===== src/lmps_pkg.sv =====
// Shared types and constants of the low-power mode selector.
`default_nettype none

package lmps_pkg;

   // Event codes on the request channel
   localparam logic [2:0] EV_UNLOCK   = 3'd0;
   localparam logic [2:0] EV_LOCK     = 3'd1;
   localparam logic [2:0] EV_ENTER    = 3'd2;
   localparam logic [2:0] EV_WAKE     = 3'd3;
   localparam logic [2:0] EV_STANDBY  = 3'd4;
   localparam logic [2:0] EV_SHUTDOWN = 3'd5;

   // Selectable sleep depths
   localparam logic [1:0] PM_RUN     = 2'd0;
   localparam logic [1:0] PM_SLEEP   = 2'd1;
   localparam logic [1:0] PM_LPSLEEP = 2'd2;
   localparam logic [1:0] PM_STOP    = 2'd3;

   // Wake timer sources
   localparam logic [1:0] WS_NONE  = 2'd0;
   localparam logic [1:0] WS_LPTIM = 2'd1;
   localparam logic [1:0] WS_RTC   = 2'd2;

   // Configuration registers
   localparam int         CSR_AW          = 3;
   localparam logic       REG_SHORT       = 1'b0;
   localparam logic       REG_RTC_THR     = 1'b1;
   localparam logic [15:0] SHORT_RESET    = 16'd2;
   localparam logic [31:0] RTC_THR_RESET  = 32'd2000;

   // Arithmetic
   localparam int               TOTAL_W   = 48;
   localparam int               IDLE_W    = 14;
   localparam logic [IDLE_W-1:0] IDLE_FULL = 14'd10000;
   localparam logic [9:0]       MS_PER_S  = 10'd1000;
   // ceil(2^38 / 1000): exact for every 32-bit dividend
   localparam logic [28:0]      MS_RECIP  = 29'd274877907;
   localparam int               MS_SHIFT  = 38;
   localparam int               DIV_W     = 64;
   localparam int               DEN_W     = 48;

   typedef enum logic [2:0] {
      ST_IDLE,
      ST_EXEC,
      ST_LOAD,
      ST_DIV,
      ST_DONE
   } state_type;

   typedef struct packed {
      logic capture;
      logic exec;
      logic div_start;
      logic res_load;
   } dp_cmd_type;

   typedef struct packed {
      logic need_div;
      logic div_done;
      logic out_free;
   } dp_sts_type;

endpackage

`default_nettype wire


===== src/lmps_if.sv =====
// Request and response channel interfaces of the low-power mode selector.
`default_nettype none

interface lmps_req_if;
   logic        valid;
   logic        ready;
   logic [2:0]  mode;
   logic [2:0]  power_mode;
   logic [31:0] next_due_ms;
   logic [31:0] lptim_elapsed_ms;
   logic [31:0] rtc_time_ms;
   logic [47:0] since_boot_ms;
   logic [2:0]  wake_pin;
   logic        wake_edge;

   modport source (
      output valid, mode, power_mode, next_due_ms, lptim_elapsed_ms,
             rtc_time_ms, since_boot_ms, wake_pin, wake_edge,
      input  ready
   );
   modport sink (
      input  valid, mode, power_mode, next_due_ms, lptim_elapsed_ms,
             rtc_time_ms, since_boot_ms, wake_pin, wake_edge,
      output ready
   );
endinterface

interface lmps_rsp_if;
   logic        valid;
   logic        ready;
   logic [1:0]  chosen_mode;
   logic [1:0]  wake_source;
   logic [31:0] wake_count;
   logic [31:0] tick_ms;
   logic [13:0] idle_percent_x100;
   logic        granted;
   logic [2:0]  out_pin;
   logic        out_edge;

   modport source (
      output valid, chosen_mode, wake_source, wake_count, tick_ms,
             idle_percent_x100, granted, out_pin, out_edge,
      input  ready
   );
   modport sink (
      input  valid, chosen_mode, wake_source, wake_count, tick_ms,
             idle_percent_x100, granted, out_pin, out_edge,
      output ready
   );
endinterface

`default_nettype wire


===== src/lmps_div.sv =====
// Radix-2 restoring divider, one quotient bit per cycle.
`default_nettype none

module lmps_div
   import lmps_pkg::*;
(
   input  logic             clock,
   input  logic             reset,
   input  logic             start,
   input  logic [DIV_W-1:0] dividend,
   input  logic [DEN_W-1:0] divisor,
   output logic             done,
   output logic [DIV_W-1:0] quotient
);

   localparam int CNT_W = $clog2(DIV_W);

   logic             busy_ff, busy_in;
   logic             done_ff, done_in;
   logic [CNT_W-1:0] cnt_ff, cnt_in;
   logic [DIV_W-1:0] quo_ff, quo_in;
   logic [DEN_W-1:0] rem_ff, rem_in;
   logic [DEN_W-1:0] den_ff, den_in;
   logic [DEN_W:0]   trial;
   logic [DEN_W:0]   diff;
   logic             fits;

   assign trial = {rem_ff, quo_ff[DIV_W-1]};
   assign diff  = trial - {1'b0, den_ff};
   assign fits  = trial >= {1'b0, den_ff};

   always_comb begin
      busy_in = busy_ff;
      done_in = 1'b0;
      cnt_in  = cnt_ff;
      quo_in  = quo_ff;
      rem_in  = rem_ff;
      den_in  = den_ff;
      if (start) begin
         busy_in = 1'b1;
         cnt_in  = '1;
         quo_in  = dividend;
         rem_in  = '0;
         den_in  = divisor;
      end else if (busy_ff) begin
         rem_in = fits ? diff[DEN_W-1:0] : trial[DEN_W-1:0];
         quo_in = {quo_ff[DIV_W-2:0], fits};
         cnt_in = cnt_ff - 1'b1;
         if (cnt_ff == '0) begin
            busy_in = 1'b0;
            done_in = 1'b1;
         end
      end
   end

   always_ff @(posedge clock) begin
      if (reset) begin
         busy_ff <= 1'b0;
         done_ff <= 1'b0;
         cnt_ff  <= '0;
      end else begin
         busy_ff <= busy_in;
         done_ff <= done_in;
         cnt_ff  <= cnt_in;
      end
      quo_ff <= quo_in;
      rem_ff <= rem_in;
      den_ff <= den_in;
   end

   assign done     = done_ff;
   assign quotient = quo_ff;

endmodule

`default_nettype wire


===== src/lmps_dp.sv =====
// Datapath: lock counters, sleep timing state, divider and result register.
`default_nettype none

module lmps_dp
   import lmps_pkg::*;
#(
   parameter int MODE_COUNT = 6,
   parameter int LOCK_BITS  = 8
)
(
   input  logic        clock,
   input  logic        reset,
   input  dp_cmd_type  cmd,
   output dp_sts_type  sts,
   input  logic [15:0] short_limit_ms,
   input  logic [31:0] rtc_threshold_ms,
   input  logic [2:0]  mode,
   input  logic [2:0]  power_mode,
   input  logic [31:0] next_due_ms,
   input  logic [31:0] lptim_elapsed_ms,
   input  logic [31:0] rtc_time_ms,
   input  logic [47:0] since_boot_ms,
   input  logic [2:0]  wake_pin,
   input  logic        wake_edge,
   input  logic        rsp_ready,
   output logic        rsp_valid,
   output logic [1:0]  chosen_mode,
   output logic [1:0]  wake_source,
   output logic [31:0] wake_count,
   output logic [31:0] tick_ms,
   output logic [13:0] idle_percent_x100,
   output logic        granted,
   output logic [2:0]  out_pin,
   output logic        out_edge
);

   localparam int IDX_W = $clog2(MODE_COUNT);

   // Captured request
   logic [2:0]         ev_ff;
   logic [2:0]         pm_ff;
   logic [31:0]        deadline_ff;
   logic [31:0]        lpt_ff;
   logic [31:0]        rtc_ff;
   logic [TOTAL_W-1:0] uptime_ff;
   logic [2:0]         pin_ff;
   logic               edge_ff;

   // Persistent state
   logic [LOCK_BITS-1:0] lock_ff [MODE_COUNT];
   logic [LOCK_BITS-1:0] lock_in [MODE_COUNT];
   logic [1:0]           timer_ff, timer_in;
   logic [31:0]          start_ff, start_in;
   logic [TOTAL_W-1:0]   total_ff, total_in;

   // Staged result
   logic [1:0]  st_chosen_ff, st_chosen_in;
   logic [1:0]  st_src_ff, st_src_in;
   logic [31:0] st_count_ff, st_count_in;
   logic [31:0] st_tick_ff, st_tick_in;
   logic        st_granted_ff, st_granted_in;
   logic [2:0]  st_pin_ff, st_pin_in;
   logic        st_edge_ff, st_edge_in;
   logic        st_q_idle_ff, st_q_idle_in;

   // Result register
   logic              rsp_valid_ff, rsp_valid_in;
   logic [1:0]        rsp_chosen_ff;
   logic [1:0]        rsp_src_ff;
   logic [31:0]       rsp_count_ff;
   logic [31:0]       rsp_tick_ff;
   logic [IDLE_W-1:0] rsp_idle_ff;
   logic              rsp_granted_ff;
   logic [2:0]        rsp_pin_ff;
   logic              rsp_edge_ff;

   logic [2:0]           sel_mode;
   logic                 in_range;
   logic [LOCK_BITS-1:0] sel_lock;
   logic [1:0]           chosen;
   logic                 use_rtc;
   logic [60:0]          count_prod;
   logic [31:0]          elapsed;
   logic [TOTAL_W:0]     total_sum;
   logic [61:0]          idle_prod;
   logic [DIV_W-1:0]     div_dividend;
   logic [DEN_W-1:0]     div_divisor;
   logic                 div_done;
   logic [DIV_W-1:0]     quotient;
   logic [IDLE_W-1:0]    idle_val;

   // Standby and shutdown look up their own counter, lock events the named one
   assign sel_mode = (ev_ff == EV_STANDBY || ev_ff == EV_SHUTDOWN) ? ev_ff : pm_ff;
   assign in_range = {1'b0, sel_mode} < 4'(MODE_COUNT);
   assign sel_lock = in_range ? lock_ff[sel_mode[IDX_W-1:0]] : '0;

   // Deepest mode whose lock and shallower sleep locks are clear; a zero deadline gives run, a short one sleep at most
   always_comb begin
      if (deadline_ff == '0 || lock_ff[1] != '0) begin
         chosen = PM_RUN;
      end else if (deadline_ff <= {16'b0, short_limit_ms} || lock_ff[2] != '0) begin
         chosen = PM_SLEEP;
      end else if (lock_ff[3] != '0) begin
         chosen = PM_LPSLEEP;
      end else begin
         chosen = PM_STOP;
      end
   end

   assign use_rtc = deadline_ff >= rtc_threshold_ms;

   // Whole seconds for the RTC by reciprocal multiplication
   assign count_prod = deadline_ff * MS_RECIP;

   always_comb begin
      case (timer_ff)
         WS_LPTIM: elapsed = lpt_ff;
         WS_RTC:   elapsed = rtc_ff - start_ff;
         default:  elapsed = '0;
      endcase
   end

   assign total_sum = {1'b0, total_ff} + (TOTAL_W+1)'(elapsed);

   always_comb begin
      for (int i = 0; i < MODE_COUNT; i++) begin
         lock_in[i] = lock_ff[i];
         if (cmd.exec && in_range && sel_mode[IDX_W-1:0] == IDX_W'(i)) begin
            if (ev_ff == EV_UNLOCK && lock_ff[i] != '0) begin
               lock_in[i] = lock_ff[i] - 1'b1;
            end else if (ev_ff == EV_LOCK && lock_ff[i] != '1) begin
               lock_in[i] = lock_ff[i] + 1'b1;
            end
         end
      end
   end

   always_comb begin
      timer_in      = timer_ff;
      start_in      = start_ff;
      total_in      = total_ff;
      st_chosen_in  = st_chosen_ff;
      st_src_in     = st_src_ff;
      st_count_in   = st_count_ff;
      st_tick_in    = st_tick_ff;
      st_granted_in = st_granted_ff;
      st_pin_in     = st_pin_ff;
      st_edge_in    = st_edge_ff;
      st_q_idle_in  = st_q_idle_ff;
      if (cmd.exec) begin
         st_chosen_in  = PM_RUN;
         st_src_in     = WS_NONE;
         st_count_in   = '0;
         st_tick_in    = '0;
         st_granted_in = 1'b0;
         st_pin_in     = '0;
         st_edge_in    = 1'b0;
         st_q_idle_in  = 1'b0;
         case (ev_ff) inside
            EV_ENTER: begin
               st_chosen_in = chosen;
               if (chosen != PM_RUN) begin
                  if (use_rtc) begin
                     timer_in    = WS_RTC;
                     start_in    = rtc_ff;
                     st_src_in   = WS_RTC;
                     st_count_in = 32'(count_prod[60:MS_SHIFT]);
                  end else begin
                     timer_in    = WS_LPTIM;
                     st_src_in   = WS_LPTIM;
                     st_count_in = deadline_ff;
                  end
               end
            end
            EV_WAKE: begin
               st_tick_in   = elapsed;
               st_q_idle_in = uptime_ff != '0;
               if (elapsed != '0) begin
                  total_in = total_sum[TOTAL_W] ? '1 : total_sum[TOTAL_W-1:0];
               end
            end
            EV_STANDBY, EV_SHUTDOWN: begin
               if (sel_lock == '0) begin
                  st_granted_in = 1'b1;
                  st_pin_in     = pin_ff;
                  st_edge_in    = edge_ff;
               end
            end
            default: begin
            end
         endcase
      end
   end

   assign sts.need_div = ev_ff == EV_WAKE && uptime_ff != '0;

   // Idle share uses the total already updated by this wake
   assign idle_prod    = total_ff * IDLE_FULL;
   assign div_dividend = DIV_W'(idle_prod);
   assign div_divisor  = uptime_ff;

   lmps_div u_div (
      .clock    (clock),
      .reset    (reset),
      .start    (cmd.div_start),
      .dividend (div_dividend),
      .divisor  (div_divisor),
      .done     (div_done),
      .quotient (quotient)
   );

   assign sts.div_done = div_done;
   assign idle_val     = (quotient > DIV_W'(IDLE_FULL)) ? IDLE_FULL : quotient[IDLE_W-1:0];

   assign sts.out_free = !rsp_valid_ff || rsp_ready;

   always_comb begin
      rsp_valid_in = rsp_valid_ff;
      if (cmd.res_load) begin
         rsp_valid_in = 1'b1;
      end else if (rsp_ready) begin
         rsp_valid_in = 1'b0;
      end
   end

   always_ff @(posedge clock) begin
      if (reset) begin
         for (int i = 0; i < MODE_COUNT; i++) begin
            lock_ff[i] <= '0;
         end
         timer_ff     <= WS_NONE;
         start_ff     <= '0;
         total_ff     <= '0;
         rsp_valid_ff <= 1'b0;
      end else begin
         for (int i = 0; i < MODE_COUNT; i++) begin
            lock_ff[i] <= lock_in[i];
         end
         timer_ff     <= timer_in;
         start_ff     <= start_in;
         total_ff     <= total_in;
         rsp_valid_ff <= rsp_valid_in;
      end
   end

   always_ff @(posedge clock) begin
      if (cmd.capture) begin
         ev_ff       <= mode;
         pm_ff       <= power_mode;
         deadline_ff <= next_due_ms;
         lpt_ff      <= lptim_elapsed_ms;
         rtc_ff      <= rtc_time_ms;
         uptime_ff   <= since_boot_ms;
         pin_ff      <= wake_pin;
         edge_ff     <= wake_edge;
      end
      st_chosen_ff  <= st_chosen_in;
      st_src_ff     <= st_src_in;
      st_count_ff   <= st_count_in;
      st_tick_ff    <= st_tick_in;
      st_granted_ff <= st_granted_in;
      st_pin_ff     <= st_pin_in;
      st_edge_ff    <= st_edge_in;
      st_q_idle_ff  <= st_q_idle_in;
      if (cmd.res_load) begin
         rsp_chosen_ff  <= st_chosen_ff;
         rsp_src_ff     <= st_src_ff;
         rsp_count_ff   <= st_count_ff;
         rsp_tick_ff    <= st_tick_ff;
         rsp_idle_ff    <= st_q_idle_ff ? idle_val : '0;
         rsp_granted_ff <= st_granted_ff;
         rsp_pin_ff     <= st_pin_ff;
         rsp_edge_ff    <= st_edge_ff;
      end
   end

   assign rsp_valid         = rsp_valid_ff;
   assign chosen_mode       = rsp_chosen_ff;
   assign wake_source       = rsp_src_ff;
   assign wake_count        = rsp_count_ff;
   assign tick_ms           = rsp_tick_ff;
   assign idle_percent_x100 = rsp_idle_ff;
   assign granted           = rsp_granted_ff;
   assign out_pin           = rsp_pin_ff;
   assign out_edge          = rsp_edge_ff;

endmodule

`default_nettype wire


===== src/lmps_ctrl.sv =====
// Controller: sequences capture, execute, divide and result load per event.
`default_nettype none

module lmps_ctrl
   import lmps_pkg::*;
(
   input  logic       clock,
   input  logic       reset,
   input  logic       req_valid,
   output logic       req_ready,
   input  dp_sts_type sts,
   output dp_cmd_type cmd
);

   state_type state_ff, state_in;

   always_comb begin
      state_in = state_ff;
      unique case (state_ff)
         ST_IDLE: begin
            if (req_valid) state_in = ST_EXEC;
         end
         ST_EXEC: begin
            state_in = sts.need_div ? ST_LOAD : ST_DONE;
         end
         ST_LOAD: begin
            state_in = ST_DIV;
         end
         ST_DIV: begin
            if (sts.div_done) state_in = ST_DONE;
         end
         ST_DONE: begin
            if (sts.out_free) state_in = ST_IDLE;
         end
         default: begin
            state_in = ST_IDLE;
         end
      endcase
   end

   always_comb begin
      req_ready     = 1'b0;
      cmd           = '0;
      unique case (state_ff)
         ST_IDLE: begin
            req_ready   = 1'b1;
            cmd.capture = req_valid;
         end
         ST_EXEC: begin
            cmd.exec = 1'b1;
         end
         ST_LOAD: begin
            cmd.div_start = 1'b1;
         end
         ST_DIV: begin
         end
         ST_DONE: begin
            // hold the result until the output register drains
            cmd.res_load = sts.out_free;
         end
         default: begin
         end
      endcase
   end

   always_ff @(posedge clock) begin
      if (reset) begin
         state_ff <= ST_IDLE;
      end else begin
         state_ff <= state_in;
      end
   end

endmodule

`default_nettype wire


===== src/low_power_mode_selector.sv =====
// Low-power mode selector top level: register port, controller and datapath.
// Every event except a wake with a nonzero uptime runs execute and then result load;
// such a wake runs the 64-step bit-serial divider for the idle share in between.
// One event at a time; the next beat is taken the cycle after the result is loaded,
// and a stall on the result channel delays that load.
// Reset (synchronous): lock counters, armed timer, sleep start, total and result valid cleared, registers to defaults.
`default_nettype none

module low_power_mode_selector
   import lmps_pkg::*;
#(
   parameter int MODE_COUNT = 6,
   parameter int LOCK_BITS  = 8
)
(
   input  logic              clock,
   input  logic              reset,
   lmps_req_if.sink          req_ch,
   lmps_rsp_if.source        rsp_ch,
   input  logic              psel,
   input  logic              penable,
   input  logic              pwrite,
   input  logic [CSR_AW-1:0] paddr,
   input  logic [31:0]       pwdata,
   output logic [31:0]       prdata,
   output logic              pready
);

   logic [15:0] short_ff, short_in;
   logic [31:0] rtc_thr_ff, rtc_thr_in;
   logic        csr_wr;
   dp_cmd_type  cmd;
   dp_sts_type  sts;

   assign pready = 1'b1;
   assign csr_wr = psel && penable && pwrite;

   always_comb begin
      short_in   = short_ff;
      rtc_thr_in = rtc_thr_ff;
      if (csr_wr) begin
         unique case (paddr[2])
            REG_SHORT:   short_in   = pwdata[15:0];
            REG_RTC_THR: rtc_thr_in = pwdata;
            default: begin
            end
         endcase
      end
   end

   always_comb begin
      unique case (paddr[2])
         REG_SHORT:   prdata = {16'b0, short_ff};
         REG_RTC_THR: prdata = rtc_thr_ff;
         default:     prdata = '0;
      endcase
   end

   always_ff @(posedge clock) begin
      if (reset) begin
         short_ff   <= SHORT_RESET;
         rtc_thr_ff <= RTC_THR_RESET;
      end else begin
         short_ff   <= short_in;
         rtc_thr_ff <= rtc_thr_in;
      end
   end

   lmps_ctrl u_ctrl (
      .clock     (clock),
      .reset     (reset),
      .req_valid (req_ch.valid),
      .req_ready (req_ch.ready),
      .sts       (sts),
      .cmd       (cmd)
   );

   lmps_dp #(
      .MODE_COUNT (MODE_COUNT),
      .LOCK_BITS  (LOCK_BITS)
   ) u_dp (
      .clock             (clock),
      .reset             (reset),
      .cmd               (cmd),
      .sts               (sts),
      .short_limit_ms    (short_ff),
      .rtc_threshold_ms  (rtc_thr_ff),
      .mode              (req_ch.mode),
      .power_mode        (req_ch.power_mode),
      .next_due_ms       (req_ch.next_due_ms),
      .lptim_elapsed_ms  (req_ch.lptim_elapsed_ms),
      .rtc_time_ms       (req_ch.rtc_time_ms),
      .since_boot_ms     (req_ch.since_boot_ms),
      .wake_pin          (req_ch.wake_pin),
      .wake_edge         (req_ch.wake_edge),
      .rsp_ready         (rsp_ch.ready),
      .rsp_valid         (rsp_ch.valid),
      .chosen_mode       (rsp_ch.chosen_mode),
      .wake_source       (rsp_ch.wake_source),
      .wake_count        (rsp_ch.wake_count),
      .tick_ms           (rsp_ch.tick_ms),
      .idle_percent_x100 (rsp_ch.idle_percent_x100),
      .granted           (rsp_ch.granted),
      .out_pin           (rsp_ch.out_pin),
      .out_edge          (rsp_ch.out_edge)
   );

endmodule

`default_nettype wire

===== src/flat_wrapper.sv =====
// flat-port wrapper written by rule: the top's interface ports become plain ports
module low_power_mode_selector_flat import lmps_pkg::*;
#(
   parameter int MODE_COUNT = 6,
   parameter int LOCK_BITS  = 8
)
  (clock, reset, psel, penable, pwrite, paddr, pwdata, prdata, pready, req_ch_valid, req_ch_mode, req_ch_power_mode, req_ch_next_due_ms, req_ch_lptim_elapsed_ms, req_ch_rtc_time_ms, req_ch_since_boot_ms, req_ch_wake_pin, req_ch_wake_edge, req_ch_ready, rsp_ch_valid, rsp_ch_chosen_mode, rsp_ch_wake_source, rsp_ch_wake_count, rsp_ch_tick_ms, rsp_ch_idle_percent_x100, rsp_ch_granted, rsp_ch_out_pin, rsp_ch_out_edge, rsp_ch_ready);
  lmps_req_if req_ch_i ();
  lmps_rsp_if rsp_ch_i ();
  input  logic clock;
  input  logic reset;
  input  logic psel;
  input  logic penable;
  input  logic pwrite;
  input  logic [CSR_AW-1:0] paddr;
  input  logic [31:0] pwdata;
  output logic [31:0] prdata;
  output logic pready;
  input wire logic [$bits(req_ch_i.valid)-1:0] req_ch_valid;
  input wire logic [$bits(req_ch_i.mode)-1:0] req_ch_mode;
  input wire logic [$bits(req_ch_i.power_mode)-1:0] req_ch_power_mode;
  input wire logic [$bits(req_ch_i.next_due_ms)-1:0] req_ch_next_due_ms;
  input wire logic [$bits(req_ch_i.lptim_elapsed_ms)-1:0] req_ch_lptim_elapsed_ms;
  input wire logic [$bits(req_ch_i.rtc_time_ms)-1:0] req_ch_rtc_time_ms;
  input wire logic [$bits(req_ch_i.since_boot_ms)-1:0] req_ch_since_boot_ms;
  input wire logic [$bits(req_ch_i.wake_pin)-1:0] req_ch_wake_pin;
  input wire logic [$bits(req_ch_i.wake_edge)-1:0] req_ch_wake_edge;
  output wire logic [$bits(req_ch_i.ready)-1:0] req_ch_ready;
  output wire logic [$bits(rsp_ch_i.valid)-1:0] rsp_ch_valid;
  output wire logic [$bits(rsp_ch_i.chosen_mode)-1:0] rsp_ch_chosen_mode;
  output wire logic [$bits(rsp_ch_i.wake_source)-1:0] rsp_ch_wake_source;
  output wire logic [$bits(rsp_ch_i.wake_count)-1:0] rsp_ch_wake_count;
  output wire logic [$bits(rsp_ch_i.tick_ms)-1:0] rsp_ch_tick_ms;
  output wire logic [$bits(rsp_ch_i.idle_percent_x100)-1:0] rsp_ch_idle_percent_x100;
  output wire logic [$bits(rsp_ch_i.granted)-1:0] rsp_ch_granted;
  output wire logic [$bits(rsp_ch_i.out_pin)-1:0] rsp_ch_out_pin;
  output wire logic [$bits(rsp_ch_i.out_edge)-1:0] rsp_ch_out_edge;
  input wire logic [$bits(rsp_ch_i.ready)-1:0] rsp_ch_ready;
  assign req_ch_i.valid = req_ch_valid;
  assign req_ch_i.mode = req_ch_mode;
  assign req_ch_i.power_mode = req_ch_power_mode;
  assign req_ch_i.next_due_ms = req_ch_next_due_ms;
  assign req_ch_i.lptim_elapsed_ms = req_ch_lptim_elapsed_ms;
  assign req_ch_i.rtc_time_ms = req_ch_rtc_time_ms;
  assign req_ch_i.since_boot_ms = req_ch_since_boot_ms;
  assign req_ch_i.wake_pin = req_ch_wake_pin;
  assign req_ch_i.wake_edge = req_ch_wake_edge;
  assign req_ch_ready = req_ch_i.ready;
  assign rsp_ch_valid = rsp_ch_i.valid;
  assign rsp_ch_chosen_mode = rsp_ch_i.chosen_mode;
  assign rsp_ch_wake_source = rsp_ch_i.wake_source;
  assign rsp_ch_wake_count = rsp_ch_i.wake_count;
  assign rsp_ch_tick_ms = rsp_ch_i.tick_ms;
  assign rsp_ch_idle_percent_x100 = rsp_ch_i.idle_percent_x100;
  assign rsp_ch_granted = rsp_ch_i.granted;
  assign rsp_ch_out_pin = rsp_ch_i.out_pin;
  assign rsp_ch_out_edge = rsp_ch_i.out_edge;
  assign rsp_ch_i.ready = rsp_ch_ready;
  low_power_mode_selector #(.MODE_COUNT(MODE_COUNT), .LOCK_BITS(LOCK_BITS)) u_core (.clock(clock), .reset(reset), .req_ch(req_ch_i), .rsp_ch(rsp_ch_i), .psel(psel), .penable(penable), .pwrite(pwrite), .paddr(paddr), .pwdata(pwdata), .prdata(prdata), .pready(pready));
endmodule

===== config.mk =====
export PLATFORM = sky130hd
export DESIGN_NAME = low_power_mode_selector_flat
export DESIGN_NICKNAME = d
export VERILOG_FILES = /design/src/lmps_pkg.sv /design/src/lmps_if.sv /design/src/lmps_div.sv /design/src/lmps_dp.sv /design/src/lmps_ctrl.sv /design/src/low_power_mode_selector.sv /design/src/flat_wrapper.sv
export SDC_FILE = /design/constraint.sdc
export NUM_CORES = 2
export LEC_CHECK = 0
export BUFFER_PORTS_ARGS = -buffer_cell sky130_fd_sc_hd__buf_2
export CORE_UTILIZATION = 29
export DETAILED_ROUTE_END_ITERATION = 10
export SYNTH_ARGS = -nofsm -noshare
export SYNTH_HDL_FRONTEND = slang
export SYNTH_SLANG_ARGS = --single-unit

===== constraint.sdc =====
create_clock -name clock -period 8 [get_ports clock]
set_input_delay 0.8 -clock clock [delete_from_list [all_inputs] [get_ports clock]]
set_output_delay 0.8 -clock clock [all_outputs]
set_load 0.03 [all_outputs]

=== Word-level counts from Yosys, hierarchy flattened ===
Memories as Yosys holds them, arrays and structs flattened.
Cells that the tools add are included.
W data, S select, Z words.

* Flip-flop bits (word level): 617
* RAM bits: 48
* Bits of input ports: 196
* Output and inout port bits: 122
* Logic and storage cells: 221
* Memories kept: 1

* $add $sub $neg: 16
* Multiply operators: 2
* Order comparisons: 5
* Equality and inequality tests: 25
* Muxes and demuxes: 60
* Bitwise operators: 14
* Reductions and logical operators: 58

{| class="wikitable"
|+ Memories
! memory !! words !! bits a word !! rd ports !! clocked after memory_dff !! wr ports !! line !! source
|-
| u_core.u_dp.lock_ff || 6 || 8 || 7 || 0 || 6 || lmps_dp.sv:50 || <nowiki>logic [LOCK_BITS-1:0] lock_ff [MODE_COUNT];</nowiki>
|}

{| class="wikitable"
|+ Operator list
! cell !! number
|-
| $mux W8 || 25
|-
| $pmux W32 S2 || 2
|-
| $mux W62 || 2
|-
| $mux W48 || 2
|-
| $gt A64 B14 Y1 const B || 1
|-
| $mul A32 B29 Y61 const B || 1
|-
| $mul A48 B10 Y58 const B || 1
|-
| $add A48 B32 Y49 || 1
|-
| $ge A49 B48 Y1 || 1
|-
| $add A8 B1 Y8 const B || 6
|-
| $ne A8 B8 Y1 const B || 6
|-
| $reduce_bool A48 Y1 || 1
|-
| $reduce_bool A8 Y1 || 6
|-
| $sub A48 B48 Y48 || 1
|-
| $sub A8 B1 Y8 const B || 6
|-
| $ge A32 B32 Y1 || 1
|-
| $le A32 B16 Y1 || 1
|-
| $logic_not A32 Y1 || 1
|-
| $reduce_bool A32 Y1 || 1
|-
| $sub A32 B32 Y32 || 1
|-
| $mux W23 || 1
|-
| $logic_and A1 B1 Y1 || 22
|-
| $eq A3 B2 Y1 const B || 6
|-
| $mux W1 || 16
|-
| 26 further kinds || 68
|}

=== Longest topological paths before layout ===
* Depth in word-level cells: 8
* Gate-level depth with buffers: 28

=== By module ===
A second synthesis with hierarchy kept.

* Cells, all modules: 5706
* Area total of the unflattened synthesis: 57147.3 um^2

{| class="wikitable"
|+ Modules (own cells, without submodules)
! module !! times used !! cells an instance !! area an instance (um^2) !! sequential area each (um^2)
|-
| lmps_dp || 1 || 4423 || 44426.4 || 11921.4
|-
| lmps_div || 1 || 1018 || 10065.9 || 4484.3
|-
| low_power_mode_selector || 1 || 238 || 2418.6 || 960.9
|-
| lmps_ctrl || 1 || 27 || 236.5 || 60.1
|}

=== Worst setup path after synthesis ===
No wires, ideal clock.

* Path kind: flip-flop to flip-flop
* From: reg u_core.u_dp.deadline_ff[12]
* To: reg u_core.u_dp.st_count_ff[21], data pin
* Data arrival time: 6.955 ns
* Data required time: 7.730 ns
* Slack: 0.775 ns
* Cell stages (with the launch flop): 27
* Path buffers: 0
* Period minus slack after synthesis: 7.225 ns
* Cell sequence: edfxtp_1 > inv_1 > ha_1 > fa_1 > fa_1 > inv_1 > fa_1 > inv_1 > fa_1 > fa_1 > fa_1 > inv_1 > fa_1 > inv_1 > ha_1 > a21o_1 > a21o_1 > a211oi_1 > nor2b_1 > o21ai_0 > o21ai_0 > a211o_1 > a21oi_1 > or3_1 > a31o_2 > nand3_1 > a21oi_1

* Cells in the longest elaborated chain, start to end: 6

{| class="wikitable"
|+ Ends and longest elaborated chain
! item !! line !! source
|-
| start: declaration || lmps_dp.sv:42 || <nowiki>logic [31:0] deadline_ff;</nowiki>
|-
| start signal: assignment || lmps_dp.sv:250 || <nowiki>deadline_ff <= next_due_ms;</nowiki>
|-
| branches (longest 6 deep; another with $mul A32 B29 Y61) || - ||
|-
| end signal: assignment || lmps_dp.sv:259 || <nowiki>st_count_ff <= st_count_in;</nowiki>
|-
| end: declaration || lmps_dp.sv:59 || <nowiki>logic [31:0] st_count_ff, st_count_in;</nowiki>
|}

Parallel ways; which one is timed is not known.
A chain may end at the register's enable or synchronous reset.

=== Worst setup path in the final report ===
* From: reg u_core.u_dp.deadline_ff[16]
* To: reg u_core.u_dp.st_count_ff[13], data pin

Same word-level chain as after synthesis.

==> results.md <==
- Max-cap violations: 0
- DP HPWL: 129 mm
- Most used cell, CP: fa_1
- Area of the core: 0.191 sq mm
- Clock Path Buffers: 3
- Largest stage delay on the critical path: 0.60 ns
- Share of the yosys chip area belonging to registers: 31.1%
- Critical path data arrival time: 8.32 ns
- DR WL/cell: 18.4 um
- Syn Nets: 7,110
- Cell with the most instances after synthesis: inv_1
- RePlAce Congestion: 0.943
- Yosys cell types: 88
- Mapped Area: 0.0558 sq mm
- H-tree depth: 3
- Max IR drop VDD: 0.00130 V
- I/O Buffers: 314
- Leading area contributor after synthesis: edfxtp_1
- CTS clk-pin slew, worst paths: 0.06 ns
- Minimum clock period: 7.76 ns
- P per Cell Area: 442 mW/mm^2
- Die area: 0.194 sq mm
- Remaining Overflow, GRT: 0
- Synth Flop Type: edfxtp_1
- Fillcell total: 19,300
- Area growth from synthesis to layout: 14.7%
- Cells after DPL: 8,526
- Gr usage total: 16.4%
- Clock Latency Late Sink: 0.74 ns
- Num CTS Buffers: 83
- Overall Power: 28.4 mW
- Status: complete, no violations
- Final Slew Violations: 0
- TritonCTS clock tree: yes
- First-pass GRT wire length: 244 mm
- Startpoint types: flip-flop
- I/O pin count: 318
- Seq cells post-synth: 657
- Crit-path slowest cell: fa_1
- Worst-path fanout max: 6
- Largest cells by area after synthesis: edfxtp_1 23%, ha_1 17%, fa_1 16%
- Fin cells: 8,685
- Post-route DRC: 0
- Number of warning messages in the yosys log: 0
- Clk sinks: 657
- Nets: 7,514
- Initial antenna violation count: 9
- Number of global-route vias before repair: 41,600
- Ys async rst share: 0%
- Top cell type's share of synthesized area: 22.6%
- Commonest cells in the netlist: 1,148 x inv_1, 779 x ha_1, 437 x fa_1
- Die Y-Extent: 441 um
- Drt total wl: 160 mm
- Peak Freq: 0.129 GHz
- Worst Path Class, Setup: flip-flop to flip-flop
- Post-synth EDFFs: 421
- Worst hold-check path type: primary input to flip-flop
- RSZ-0062 raised after global routing: true
- Width of the die: 441 um
- Pin count of the biggest net entering global routing: 107
- Starting density of the core: 29.3%
- Cells after Synth: 5,698
- Row cnt: 160
- ANT nets after route: 0
- Worst clock skew: 0.0498 ns
- CTS Root Cell: clkbuf_16
- Final TNS setup: 0 ns
- Fin crit share: 97.0%
- Vias/cell: 4.74
- Initial DRC count: 2,257
- Leakage: 30.1 nW
- CP required: 8.56 ns
- Slew HR: 16.9%
- Final hold vios: 0
- Average size of a mapped cell: 9.80 sq um
- Crit end category: flip-flop
- Via Count: 41,200
- DR pass1 iterations: 6
- Layout cells sized above 1: 10.7%
- Final setup vio count: 0
- Actual transition at the worst max-transition pin: 1.24 ns
==> worst max-delay path, delay by kind of cell, from the launching register on <==
family                   cells  cell delay [ns]
AO/OA/AOI/OAI                7             1.55
XOR/XNOR                     1             0.35
adder cells (fa/ha/maj)      9             4.23
buffers and inverters        6             0.48
flip-flops                   1             0.56
AND/OR/NAND/NOR              3             0.39
==> cells in the final DEF (no fill, tap or decap), types with 39 or more instances in the layout <==
| cell type | n |
|---|---|
| a21oi_1 | 341 |
| nor2b_1 | 53 |
| nand3_1 | 96 |
| buf_4 | 148 |
| nor4_1 | 42 |
| nor3_1 | 57 |
| o21a_1 | 39 |
| xnor2_1 | 102 |
| mux2i_1 | 75 |
| clkbuf_16 | 88 |
| nor2_1 | 343 |
| nand2_1 | 316 |
| ha_1 | 779 |
| nand4_1 | 65 |
| o21ai_0 | 232 |
| edfxtp_1 | 421 |
| xor2_1 | 83 |
| buf_2 | 313 |
| a21o_1 | 163 |
| dfxtp_1 | 235 |
| fa_1 | 437 |
| o21bai_1 | 39 |
| inv_1 | 1146 |
| a211oi_1 | 58 |
==> stage by stage <==
step | utilization (%) | cell area (sq um) | setup WS [ns] | hold slack [ns]
finish | 33.6 | 64100 | 0.239 | 0.241
global route | 33.6 | 64100 | -0.0218 | 0.205
CTS | 33.6 | 64000 | 0.106 | 0.154
detailed placement | 32.1 | 61200 | -0.0624 | 0.405
global placement | 32.1 | 61200 | -0.0661 | 0.402
floorplan | - | 55800 | 0.775 | 0.400
==> sequential cells by signal, summed over array words and instances (netlist names), 16 cells and up <==
| signal | count |
|---|---|
| u_core.u_dp.u_div.quotient | 64 |
| u_core.u_dp.div_divisor | 48 |
| u_core.u_dp.total_ff | 48 |
| u_core.u_dp.u_div.den_ff | 48 |
| u_core.u_dp.u_div.rem_ff | 48 |
| u_core.u_dp.lock_ff | 40 |
| u_core.rtc_thr_ff | 32 |
| u_core.u_dp.deadline_ff | 32 |
| u_core.u_dp.lpt_ff | 32 |
| u_core.u_dp.rtc_ff | 32 |
| u_core.u_dp.st_count_ff | 32 |
| u_core.u_dp.st_tick_ff | 32 |
| u_core.u_dp.start_ff | 32 |
| u_core.u_dp.tick_ms | 32 |
| u_core.u_dp.wake_count | 32 |
| u_core.short_ff | 16 |
==> what timing repair did <==
item | CTS | global route
hold buffers | 0 | 0
buffers inserted | 2 | 0
setup endpoints to repair | 6 | 16
resized for setup | 1 | 10
==> power by group <==
part	internal [mW]	switching, mW
Combinational	8.78	11.6
Sequential	3.90	0.198
Clock	2.27	1.64
Total	14.9	13.4
==> area by class of cell <==
cell class                 instances  area, sq um  share of cell area (%)
antenna                            4         10.0                  0.0156
clock inverter                    47          492                   0.767
clock buffer                     106         2320                    3.62
sequential                       657        17400                    27.1
inverter                        1150         4320                    6.74
multi-input combinational       3744        33700                    52.5
timing repair buffer             466         2770                    4.32
tap                             2511         3140                    4.90
==> per-layer routing <==
metal	vias to the layer above	routed length, um	global-route usage (%)
met5	-	9	0
met1	19900	69000	20.6
met3	219	6690	2.26
li1	20100	-	-
met2	866	77500	28.1
met4	2	6500	6.84
==> worst paths after layout <==
check,startpoint,end,slack [ns],cells past startpoint
worst max register to register,u_core.u_dp.deadline_ff[16]$_DFFE_PP_,u_core.u_dp.st_count_ff[13]$_SDFFCE_PN0P_,0.24,26
worst max-delay path,u_core.u_dp.deadline_ff[16]$_DFFE_PP_,u_core.u_dp.st_count_ff[13]$_SDFFCE_PN0P_,0.24,26
worst min-delay path,req_ch_next_due_ms[27],u_core.u_dp.deadline_ff[27]$_DFFE_PP_,0.24,1
worst min register to register,u_core.u_dp.st_count_ff[0]$_SDFFCE_PN0P_,u_core.u_dp.wake_count[0]$_DFFE_PP_,0.41,0
==> cell families (layout without fill, tap and decap cells) <==
logic type	after synthesis	in the layout	share of synthesized area, %
multiplexers	77	77	1.38
XOR/XNOR	186	186	2.92
AND/OR/NAND/NOR	1138	1138	9.61
flip-flops	657	657	31.1
buffers and inverters	1297	1769	8.82
adder cells (fa/ha/maj)	1216	1216	33.1
other	1	5	0.00671
AO/OA/AOI/OAI	1126	1126	13.1
No activity file was read; power rests on OpenSTA's default activity.
